[src/rtl/core/rbdc_pkg.sv]
// Package for the RTC BCD register decode and check block.
// Beat types, field masks, ranges and BCD / calendar helper functions.
// No dependencies.
package rbdc_pkg;

   typedef struct packed {
      logic [7:0] seconds_reg;
      logic [7:0] minutes_reg;
      logic [7:0] hours_reg;
      logic [7:0] date_reg;
      logic [7:0] weekday_reg;
      logic [7:0] month_reg;
      logic [7:0] year_reg;
   } rbdc_req_type;

   typedef struct packed {
      logic        ok;
      logic [5:0]  second_out;
      logic [5:0]  minute_out;
      logic [4:0]  hour_out;
      logic [4:0]  day_out;
      logic [2:0]  weekday_out;
      logic [3:0]  month_out;
      logic [11:0] year_out;
   } rbdc_rsp_type;

   // Clock-halt flag in the seconds register.
   localparam int unsigned CH_BIT = 7;

   // Per-field masks of the raw register bytes.
   localparam logic [7:0] SEC_MASK  = 8'h7F;
   localparam logic [7:0] MIN_MASK  = 8'h7F;
   localparam logic [7:0] HOUR_MASK = 8'h3F;
   localparam logic [7:0] DATE_MASK = 8'h3F;
   localparam logic [7:0] WDAY_MASK = 8'h07;
   localparam logic [7:0] MON_MASK  = 8'h1F;
   localparam logic [7:0] YEAR_MASK = 8'hFF;

   // Field limits (binary).
   localparam logic [6:0] SEC_MAX  = 7'd59;
   localparam logic [6:0] MIN_MAX  = 7'd59;
   localparam logic [6:0] HOUR_MAX = 7'd23;
   localparam logic [6:0] DAY_MIN  = 7'd1;
   localparam logic [6:0] DAY_MAX  = 7'd31;
   localparam logic [6:0] WDAY_MAX = 7'd6;
   localparam logic [6:0] MON_MIN  = 7'd1;
   localparam logic [6:0] MON_MAX  = 7'd12;
   localparam logic [6:0] YOFF_MAX = 7'd99;

   localparam logic [11:0] YEAR_BASE = 12'd2000;
   localparam logic [11:0] YEAR_LAST = 12'd2099;

   // Both nibbles are decimal digits.
   function automatic logic bcd_ok(input logic [7:0] v);
      return (v[3:0] <= 4'd9) && (v[7:4] <= 4'd9);
   endfunction

   // tens*10 + units, as shifts and adds; meaningful only when bcd_ok.
   function automatic logic [6:0] bcd_bin(input logic [7:0] v);
      return {v[7:4], 3'b000} + {2'b00, v[7:4], 1'b0} + {3'b000, v[3:0]};
   endfunction

   // Month length; February follows the leap flag.
   function automatic logic [4:0] month_days(input logic [3:0] mon, input logic leap);
      logic [4:0] d;
      unique case (mon)
         4'd1, 4'd3, 4'd5, 4'd7, 4'd8, 4'd10, 4'd12: d = 5'd31;
         4'd4, 4'd6, 4'd9, 4'd11:                    d = 5'd30;
         4'd2:                                       d = leap ? 5'd29 : 5'd28;
         default:                                    d = 5'd0;
      endcase
      return d;
   endfunction

endpackage

[src/rtl/core/rbdc_decode.sv]
// Combinational decode of one register snapshot into binary calendar fields.
// Depends on rbdc_pkg (types, masks, BCD and month-length helpers).
module rbdc_decode
   import rbdc_pkg::*;
(
   input  rbdc_req_type snap,
   output rbdc_rsp_type result
);

   logic [7:0]  sec_m, min_m, hour_m, date_m, wday_m, mon_m, year_m;
   logic [6:0]  sec_b, min_b, hour_b, day_b, wday_b, mon_b, yoff_b;
   logic        digits_ok, range_ok, leap, day_fits, good;
   logic [11:0] year_full;

   assign sec_m  = snap.seconds_reg & SEC_MASK;
   assign min_m  = snap.minutes_reg & MIN_MASK;
   assign hour_m = snap.hours_reg   & HOUR_MASK;
   assign date_m = snap.date_reg    & DATE_MASK;
   assign wday_m = snap.weekday_reg & WDAY_MASK;
   assign mon_m  = snap.month_reg   & MON_MASK;
   assign year_m = snap.year_reg    & YEAR_MASK;

   assign sec_b  = bcd_bin(sec_m);
   assign min_b  = bcd_bin(min_m);
   assign hour_b = bcd_bin(hour_m);
   assign day_b  = bcd_bin(date_m);
   assign wday_b = bcd_bin(wday_m);
   assign mon_b  = bcd_bin(mon_m);
   assign yoff_b = bcd_bin(year_m);

   assign digits_ok = bcd_ok(sec_m) && bcd_ok(min_m) && bcd_ok(hour_m) && bcd_ok(date_m)
                   && bcd_ok(wday_m) && bcd_ok(mon_m) && bcd_ok(year_m);

   assign range_ok = (sec_b <= SEC_MAX) && (min_b <= MIN_MAX) && (hour_b <= HOUR_MAX)
                  && (day_b >= DAY_MIN) && (day_b <= DAY_MAX) && (wday_b <= WDAY_MAX)
                  && (mon_b >= MON_MIN) && (mon_b <= MON_MAX) && (yoff_b <= YOFF_MAX);

   // 2000..2099: divisible by 4 is leap (2000 is a 400-year).
   assign leap      = (yoff_b[1:0] == 2'b00);
   assign day_fits  = (day_b[4:0] <= month_days(mon_b[3:0], leap));
   assign year_full = YEAR_BASE + {5'b00000, yoff_b};

   assign good = !snap.seconds_reg[CH_BIT] && digits_ok && range_ok && day_fits;

   always_comb begin
      result = '0;
      if (good) begin
         result.ok          = 1'b1;
         result.second_out  = sec_b[5:0];
         result.minute_out  = min_b[5:0];
         result.hour_out    = hour_b[4:0];
         result.day_out     = day_b[4:0];
         result.weekday_out = wday_b[2:0];
         result.month_out   = mon_b[3:0];
         result.year_out    = year_full;
      end
   end

endmodule

[src/rtl/core/rtc_bcd_register_decode_check_unit.sv]
// Top level of the RTC BCD register decode and check block.
// Depends on rbdc_pkg and rbdc_decode.
//
// Usage:
//   req channel: one beat is a snapshot of the seven raw RTC time registers
//   (seconds, minutes, hours, date, weekday, month, year).
//   rsp channel: one beat per request, in order: ok plus the binary fields
//   (seconds, minutes, hours, day, weekday, month, full year 2000..2099).
//   A snapshot with clock halt set, a non-decimal digit, a field out of range
//   or a day past the end of its month gives ok = 0 with every field zero.
//   Hours are taken as 24-hour; the 12/24 mode bit is ignored.
// Timing:
//   Input register, decode logic, result register. An accepted request is
//   decoded from the input register and loaded into the result register,
//   which raises rsp_valid. Throughput is one beat per cycle while rsp_ready
//   is high; the decode is a single pass of narrow adds and compares between the registers.
// Stall:
//   When rsp_ready is low the result register holds its beat, the input
//   register still accepts one more beat, and req_ready drops only when both
//   stages are full. Both stages advance together as soon as rsp_ready rises.
// Reset:
//   Synchronous, active high; clears both stage valid flags. Data registers are not reset.
module rtc_bcd_register_decode_check_unit
   import rbdc_pkg::*;
(
   input  logic         clock,
   input  logic         reset,
   input  logic         req_valid,
   output logic         req_ready,
   input  rbdc_req_type req_data,
   output logic         rsp_valid,
   input  logic         rsp_ready,
   output rbdc_rsp_type rsp_data
);

   // Stage 1: captured snapshot.
   logic         s1_valid_ff, s1_valid_in;
   rbdc_req_type s1_data_ff;
   // Stage 2: decoded result waiting for the receiver.
   logic         s2_valid_ff, s2_valid_in;
   rbdc_rsp_type s2_data_ff;

   rbdc_rsp_type decoded;
   logic         s2_load, s1_load;

   rbdc_decode u_decode (
      .snap   (s1_data_ff),
      .result (decoded)
   );

   // Result stage can take a new beat when empty or being drained.
   assign s2_load   = s1_valid_ff && (!s2_valid_ff || rsp_ready);
   assign req_ready = !s1_valid_ff || s2_load;
   assign s1_load   = req_valid && req_ready;

   always_comb begin
      s1_valid_in = s1_valid_ff;
      if (s1_load) begin
         s1_valid_in = 1'b1;
      end else if (s2_load) begin
         s1_valid_in = 1'b0;
      end
   end

   always_comb begin
      s2_valid_in = s2_valid_ff;
      if (s2_load) begin
         s2_valid_in = 1'b1;
      end else if (rsp_ready) begin
         s2_valid_in = 1'b0;
      end
   end

   always_ff @(posedge clock) begin
      if (reset) begin
         s1_valid_ff <= 1'b0;
         s2_valid_ff <= 1'b0;
      end else begin
         s1_valid_ff <= s1_valid_in;
         s2_valid_ff <= s2_valid_in;
      end
   end

   always_ff @(posedge clock) begin
      if (s1_load) begin
         s1_data_ff <= req_data;
      end
      if (s2_load) begin
         s2_data_ff <= decoded;
      end
   end

   assign rsp_valid = s2_valid_ff;
   assign rsp_data  = s2_data_ff;

   // Rejected results carry all-zero fields.
   a_reject_zero: assert property (@(posedge clock) disable iff (reset)
      (rsp_valid && !rsp_data.ok) |-> (rsp_data == '0))
      else $error("rejected result with nonzero fields");

   // Accepted results are in the calendar window.
   a_ok_range: assert property (@(posedge clock) disable iff (reset)
      (rsp_valid && rsp_data.ok) |-> (rsp_data.year_out >= YEAR_BASE)
         && (rsp_data.year_out <= YEAR_LAST) && (rsp_data.month_out != 4'd0)
         && (rsp_data.month_out <= MON_MAX[3:0]) && (rsp_data.day_out != 5'd0))
      else $error("ok result outside calendar range");

   // A captured snapshot that cannot move on stays put.
   a_s1_hold: assert property (@(posedge clock) disable iff (reset)
      (s1_valid_ff && !s2_load) |=> (s1_valid_ff && $stable(s1_data_ff)))
      else $error("stage 1 beat lost while stalled");

   // Every accepted request occupies stage 1 next cycle.
   a_req_capture: assert property (@(posedge clock) disable iff (reset)
      (req_valid && req_ready) |=> s1_valid_ff)
      else $error("accepted request not captured");

   // A stage-1 beat that moves on appears in the result stage.
   a_s2_fill: assert property (@(posedge clock) disable iff (reset)
      s2_load |=> rsp_valid)
      else $error("decoded beat not presented");

endmodule
[config.mk]
export PLATFORM = sky130hd
export DESIGN_NAME = rtc_bcd_register_decode_check_unit
export DESIGN_NICKNAME = d
export VERILOG_FILES = /design/src/rtl/core/rbdc_pkg.sv /design/src/rtl/core/rbdc_decode.sv /design/src/rtl/core/rtc_bcd_register_decode_check_unit.sv
export SDC_FILE = /design/constraint.sdc
export NUM_CORES = 1
export LEC_CHECK = 0
export BUFFER_PORTS_ARGS = -buffer_cell sky130_fd_sc_hd__buf_2
export CORE_AREA = 10 10 100 137
export DETAILED_ROUTE_END_ITERATION = 8
export DIE_AREA = 0 0 110 147
export GPL_TIMING_DRIVEN = 0
export HOLD_SLACK_MARGIN = 0.08
export PLACE_DENSITY = 0.59
export RECOVER_POWER = 50
export SYNTH_ARGS = -nofsm -noshare
export SYNTH_HDL_FRONTEND = slang
export SYNTH_SLANG_ARGS = --single-unit
[constraint.sdc]
create_clock -name clock -period 4.2 [get_ports clock]
set_clock_uncertainty 0.15 [all_clocks]
set_input_delay 0.63 -clock clock [delete_from_list [all_inputs] [get_ports clock]]
set_output_delay 0.63 -clock clock [all_outputs]
set_load 0.1 [all_outputs]
==> results of run 1 <==
## cell usage after synthesis, types with 2 or more instances
cell type / instances
ha_1: 34
a21oi_1: 14
and3b_1: 5
fa_1: 8
a21oi_2: 2
buf_6: 7
xor2_1: 4
a21o_1: 6
nand4_1: 3
o21ai_0: 6
inv_1: 27
and3_1: 32
nand2_1: 4
xnor2_1: 8
nor2_1: 9
buf_4: 2
nand3_1: 2
nor2b_1: 3
dfxtp_1: 2
nor3_1: 3
and2_1: 4
nor3b_1: 2
edfxtp_1: 83
## metal layers
layer | global-route usage | up-vias | share of wire
li1 | - | 1271 | -
met1 | 0.112 | 1180 | 0.37
met2 | 0.187 | 67 | 0.51
met3 | 0.0346 | 25 | 0.070
met4 | 0.0796 | 0 | 0.047
met5 | 0 | - | 0
## metrics by stage
step / instances / utilization
5_1_grt: 539 / 0.453
6_report: 539 / 0.453
3_3_place_gp: 521 / 0.424
3_5_place_dp: 523 / 0.428
2_1_floorplan: 287 / -
4_1_cts: 539 / 0.456
## registers in the layout, indices dropped and copies added, names as in the netlist
name and count:
rsp_valid 1, s1_valid_ff 1, rsp_data 40, s1_data_ff 43
## how the worst max path moves through the flow
stage | startpoint | slack (ps) | end
6_report | s1_data_ff[3] | 740 | rsp_data[25]
5_1_grt | s1_data_ff[3] | 530 | rsp_data[27]
4_1_cts | s1_data_ff[3] | 730 | rsp_data[25]
3_5_place_dp | s1_data_ff[3] | 750 | rsp_data[25]
3_3_place_gp | rsp_ready | 360 | rsp_data[24]
2_1_floorplan | rsp_valid | 850 | rsp_data[0]
## cell families (layout without fill, tap and decap cells)
family,count (synthesis),in the layout,synth area share
fa+ha+maj,42,42,0.142
buf+inv,37,145,0.0485
compound gates,39,39,0.0652
xor+xnor,12,12,0.0255
simple gates,72,72,0.105
flops,85,85,0.614
## layout make-up
cell class                 instances  share of cell area
multi-input combinational        165               0.274
inverter                          27              0.0200
timing repair buffer              92              0.0899
clock buffer                      10              0.0451
clock inverter                     6              0.0172
buffer                            10              0.0195
tap                              144              0.0355
sequential                        85               0.499
## report_power, final
| part | total [W] | switching, W | internal, W |
|---|---|---|---|
| Combinational | 0.000484 | 0.000338 | 0.000146 |
| Sequential | 0.00100 | 0.0000212 | 0.000981 |
| Clock | 0.000823 | 0.000304 | 0.000519 |
| Total | 0.00231 | 0.000663 | 0.00165 |
==> summary.md, run 1 <==
| Metric | Value |
|---|---|
| Hold path start | `reset` |
| CTS tree | `built` |
| Vias in the first global route | `2748` |
| Num CTS Buffers | `9` |
| Cts repair resizes | `0` |
| Hold worst-path end | `rsp_valid` |
| Critical path, cell by cell | `fa_1 -> inv_1 -> fa_1 -> xnor2_1 -> inv_1 -> ha_1 -> a31oi_1 -> o311ai_2 -> and4_4 -> buf_6 -> and3_1` |
| Routed WL per cell | `15.8 µm` |
| Largest net degree at the start of global routing | `38` |
| Post-CTS Setup Bufs | `0` |
| Syn Nets | `389` |
| Critical Path Slowest Stage Cell | `fa_1` |
| Worst setup EP type | `register` |
| Main synth FF type | `edfxtp_1` |
| Final Hold Viols | `0` |
| Layout area overhead | `23.1%` |
| Stages on the worst setup path | `11` |
| Multi-input combinational cell area | `1390 µm²` |
| Top cells by area, synth | `edfxtp_1 60%, ha_1 10%, and3_1 4.9%, fa_1 3.9%, inv_1 2.5%` |
| Core Box Area | `11200 µm²` |
| Clk root buf | `clkbuf_16` |
| Highest clock rate | `289 MHz` |
| Number of remaining DRC errors | `0` |
| Detail Route Antenna Nets | `0` |
| Worst reg-to-reg path cell count | `11` |
| Yosys top cell by area | `edfxtp_1` |
| Async set-reset flop share out of synthesis | `0` |
| # diodes | `0` |
| Hold_buf cts | `0` |
| Worst path buffer plus inverter count | `3` |
| Hold Slack | `310 ps` |
| CP peak stage delay | `570 ps` |
| Hold Crit Class | `in2reg` |
| Static Leakage | `2.21 nW` |
| H-tree depth | `3` |
| CP top delay family | `adder cells` |
| Via density | `4.72` |
| Outcome | `finished with violations` |
| Period utilisation layout | `0.824` |
| Commonest non-fill, non-tap cell in the layout | `buf_2` |
| Syn_area_per_cell | `14.4 µm²` |
| MaxCap Viol Count | `2` |
| Post-synthesis sequential element count | `85` |
| Placed wire-length estimate | `7050 µm` |
| Drt first pass iters | `4` |
| Cell variety after synth | `40` |
| TNS Setup | `0 ps` |
| Cell Rows | `46` |
| Final slew viol count | `74` |
| # fillers | `1005` |
| FF-to-FF Start | `s1_data_ff[3]` |
| Least-Margin Pin Slew | `1840 ps` |
| Ratio of cells with drive above 1 in the final layout | `0.306` |
| Initial antenna violation count | `0` |
| Total chip power | `0.00231 W` |
| Post-synth top area share | `0.604` |
| Warning count from the yosys run | `0` |
| Detailed-route wire length | `8540 µm` |
| Hold Path Stages | `2` |
| Remaining global-route overflow | `0` |
| Worst R2R End | `rsp_data[25]` |
| WP data required | `4130 ps` |
| Global-route wire length before repair | `13600 µm` |
| GRT Total Usage | `0.111` |
| Post-route cell area | `5080 µm²` |
| Slew headroom | `-0.228` |
| Routed via count | `2543` |
| Worst setup path class | `reg2reg` |
| Clock buffer depth | `2` |
| Seq/Total Area, Yosys | `0.614` |
| Dpl cell area | `4800 µm²` |
| Startpoint types | `register` |
| VDD IR max | `174 µV` |
| Reg2Reg Setup Slack | `740 ps` |
| Die Span Y | `147 µm` |
| Starting Density | `0.368` |
| Final worst setup slack | `739 ps` |
| Min cycle time layout | `3460 ps` |
| Setup violations, final | `0` |
| WP data arrival | `3390 ps` |
| Clk sink count | `85` |
| Gpl congestion | `0.858` |
| Die area | `16200 µm²` |
| PD cells | `455 nW/µm²` |
| CP max FO | `10` |
| Fin nets | `492` |
| Mapped cell area | `4130 µm²` |
| Clock Pin Slew Worst Setup and Hold Paths | `60 ps` |
| Worst skew pair latency | `330 ps` |
| Post-synth EDFFs | `83` |
| I/O Pins | `104` |
| Initial DRC count | `95` |
| Most frequent cells in the layout | `90 x buf_2, 83 x edfxtp_1, 34 x ha_1` |
| Syn Inst Count | `287` |
| I/O Buffers | `90` |
| Failing checks | `max-capacitance violations, max-slew violations` |
| Reg area | `2530 µm²` |
| Chip width | `110 µm` |
| RSZ-0062 raised after global routing | `no` |
| Setup WS pre-CTS | `746 ps` |
Note: power is estimated with default switching activity, not from simulation.
==> inputs of run 2 (changes only) <==
- clock period: 4.2 -> 3.5 ns (I/O delays scaled with it)
==> run 2 against run 1 <==
Effect of this change:
- the run still ends with max-capacitance violations, max-slew violations left
- combinational power grew 23%
- worst hold slack lost 110 ps
- count of clock-buffer cells in the layout is the same
- sequential cell count is the same
- utilization grew 0.26 points
- sequential power grew 20%
- first-iteration DRC count shrank 8.4%
==> summary.md, run 2 (synthesis results as in run 1) <==
| Metric | Value |
|---|---|
| Remaining global-route overflow | `0 (unchanged)` |
| CTS tree | `built (unchanged)` |
| Clock buffer depth | `2 (unchanged)` |
| I/O Pins | `104 (unchanged)` |
| Slew headroom | `-0.172 (was -0.228)` |
| Most frequent cells in the layout | `83 x edfxtp_1, 76 x buf_2, 34 x ha_1 (was 90 x buf_2, 83 x edfxtp_1, 34 x ha_1)` |
| Hold_buf cts | `0 (unchanged)` |
| Drt first pass iters | `4 (unchanged)` |
| Top reg by flops | `s1_data_ff (unchanged)` |
| Clock share of power | `0.354 (was 0.356)` |
| Initial DRC count | `87 (was 95)` |
| Highest clock rate | `297 MHz (was 289 MHz)` |
| Detail Route Antenna Nets | `0 (unchanged)` |
| CP dominant cell by count | `ha_1` |
| I/O Buffers | `90 (unchanged)` |
| Cell Rows | `46 (unchanged)` |
| Clk root buf | `clkbuf_16 (unchanged)` |
| GRT Total Usage | `0.111 (unchanged)` |
| Hold Slack | `204 ps (was 310 ps)` |
| Ratio of cells with drive above 1 in the final layout | `0.282 (was 0.306)` |
| Global-route wire length before repair | `13600 µm (unchanged)` |
| PD cells | `545 nW/µm² (was 455 nW/µm²)` |
| Outcome | `finished with violations (unchanged)` |
| Worst setup path class | `reg2reg (unchanged)` |
| Max reg flops | `43 (unchanged)` |
| Clock Pin Slew Worst Setup and Hold Paths | `60 ps (about the same)` |
| Vias in the first global route | `2748 (unchanged)` |
| VDD IR max | `210 µV (was 174 µV)` |
| Routed WL per cell | `15.9 µm (was 15.8 µm)` |
| H-tree depth | `3 (unchanged)` |
| P_int | `0.00199 W (was 0.00165 W)` |
| Chip width | `110 µm (unchanged)` |
| Gpl congestion | `0.858 (unchanged)` |
| Final slew viol count | `36 (was 74)` |
| Initial antenna violation count | `0 (unchanged)` |
| Critical Path Slowest Stage Cell | `or4_1 (was fa_1)` |
| Fin nets | `494 (was 492)` |
| Core Box Area | `11200 µm² (unchanged)` |
| CP peak stage delay | `530 ps (was 570 ps)` |
| Period utilisation layout | `0.963 (was 0.824)` |
| Least-Margin Pin Slew | `1760 ps (was 1840 ps)` |
| # diodes | `0 (unchanged)` |
| Starting Density | `0.368 (unchanged)` |
| Sequential power share | `0.432 (was 0.434)` |
| Commonest non-fill, non-tap cell in the layout | `edfxtp_1 (was buf_2)` |
| Via density | `4.72 (about the same)` |
| Switching Fraction | `0.287 (about the same)` |
| Clk sink count | `85 (unchanged)` |
| Worst path buffer plus inverter count | `1 (was 3)` |
| WP data required | `3540 ps (was 4130 ps)` |
| CP top delay family | `simple AND/OR/NAND/NOR gates (was adder cells)` |
| Critical path, cell by cell | `ha_1 -> ha_1 -> or4_1 -> nand2_1 -> ha_1 -> a21oi_1 -> a21boi_0 -> o32ai_2 -> and4_4 -> buf_6 -> and3_1 (was fa_1 -> inv_1 -> fa_1 -> xnor2_1 -> inv_1 -> ha_1 -> a31oi_1 -> o311ai_2 -> and4_4 -> buf_6 -> and3_1)` |
| RSZ-0062 raised after global routing | `no (unchanged)` |
| Biggest regs | `s1_data_ff x43, rsp_data x40 (unchanged)` |
| CP max FO | `10 (unchanged)` |
| Routed via count | `2556 (was 2543)` |
| Static Leakage | `2.21 nW (about the same)` |
| WP data arrival | `3410 ps (was 3390 ps)` |
| Detailed-route wire length | `8600 µm (was 8540 µm)` |
| Startpoint types | `register (unchanged)` |
| Worst setup EP type | `register (unchanged)` |
| Hold Crit Class | `in2reg (unchanged)` |
| Final Hold Viols | `0 (unchanged)` |
| Placed wire-length estimate | `7050 µm (unchanged)` |
| Total chip power | `0.00279 W (was 0.00231 W)` |
| Combinational share of power | `0.214 (was 0.210)` |
| Worst skew pair latency | `330 ps (about the same)` |
| Num CTS Buffers | `9 (unchanged)` |
| MaxCap Viol Count | `1 (was 2)` |
| Min cycle time layout | `3370 ps (was 3460 ps)` |
| Die area | `16200 µm² (unchanged)` |
| Failing checks | `max-capacitance violations, max-slew violations (unchanged)` |
| Largest net degree at the start of global routing | `38 (unchanged)` |
| Layout area overhead | `23.8% (was 23.1%)` |
| P_sw | `0.000800 W (was 0.000663 W)` |
| Die Span Y | `147 µm (unchanged)` |
| Number of remaining DRC errors | `0 (unchanged)` |
| Setup violations, final | `0 (unchanged)` |
[run 2: stage by stage]
| step | area, µm² | util | setup WS [ps] | TNS, ps | cells |
|---|---|---|---|---|---|
| 2_1_floorplan | 4130 | - | 153 | 0 | 287 |
| 3_3_place_gp | 4760 | 0.424 | -237 | -9370 | 521 |
| 3_5_place_dp | 4800 | 0.428 | 46.1 | 0 | 523 |
| 4_1_cts | 5120 | 0.456 | 29.0 | 0 | 539 |
| 5_1_grt | 5110 | 0.455 | 6.05 | 0 | 541 |
| 6_report | 5110 | 0.455 | 128 | 0 | 541 |
[run 2: worst reg2reg max path, stage by stage, from the launching register on]
cell,delay (ps)
edfxtp_1,410
ha_1,220
ha_1,340
or4_1,530
nand2_1,160
ha_1,290
a21oi_1,130
a21boi_0,120
o32ai_2,260
and4_4,300
buf_6,140
and3_1,190
[run 2: worst paths after layout]
check / slack (ps) / start / endpoint / cells after the start
max: 130 / s1_data_ff[12] / rsp_data[25] / 11
min: 200 / reset / rsp_valid / 2
max reg2reg: 130 / s1_data_ff[12] / rsp_data[25] / 11
min reg2reg: 380 / s1_valid_ff / rsp_valid / 2
[run 2: area by class of cell]
cell class / instances / area (µm²)
Sequential cell: 85 / 2530
Clock inverter: 6 / 87.6
Timing Repair Buffer: 94 / 470
Multi-Input combinational cell: 165 / 1410
Inverter: 27 / 101
Fill cell: 1012 / 6120
Clock buffer: 10 / 229
Tap cell: 144 / 180
Buffer: 10 / 98.8
[run 2: what timing repair did]
item	in CTS	in global routing
buffers inserted	0	2
endpoints found under the setup margin	0	40
resized for setup	0	2
[run 2: per-layer routing]
| metal | global-route usage | part of all wire | vias up |
|---|---|---|---|
| met5 | 0 | 0 | - |
| met4 | 0.0796 | 0.047 | 0 |
| met3 | 0.0346 | 0.072 | 25 |
| met2 | 0.187 | 0.51 | 71 |
| met1 | 0.112 | 0.37 | 1186 |
| li1 | - | - | 1274 |
[run 2: power by group through the flow]
stage	clock network [W]	registers [W]	logic (W)
after global routing	0.00106	0.00121	0.000652
after global placement	0	0.00122	0.000569
after detailed placement	0	0.00122	0.000592
after floorplan	0	0.00140	0.000274
final	0.000987	0.00120	0.000596
after CTS	0.00101	0.00120	0.000594
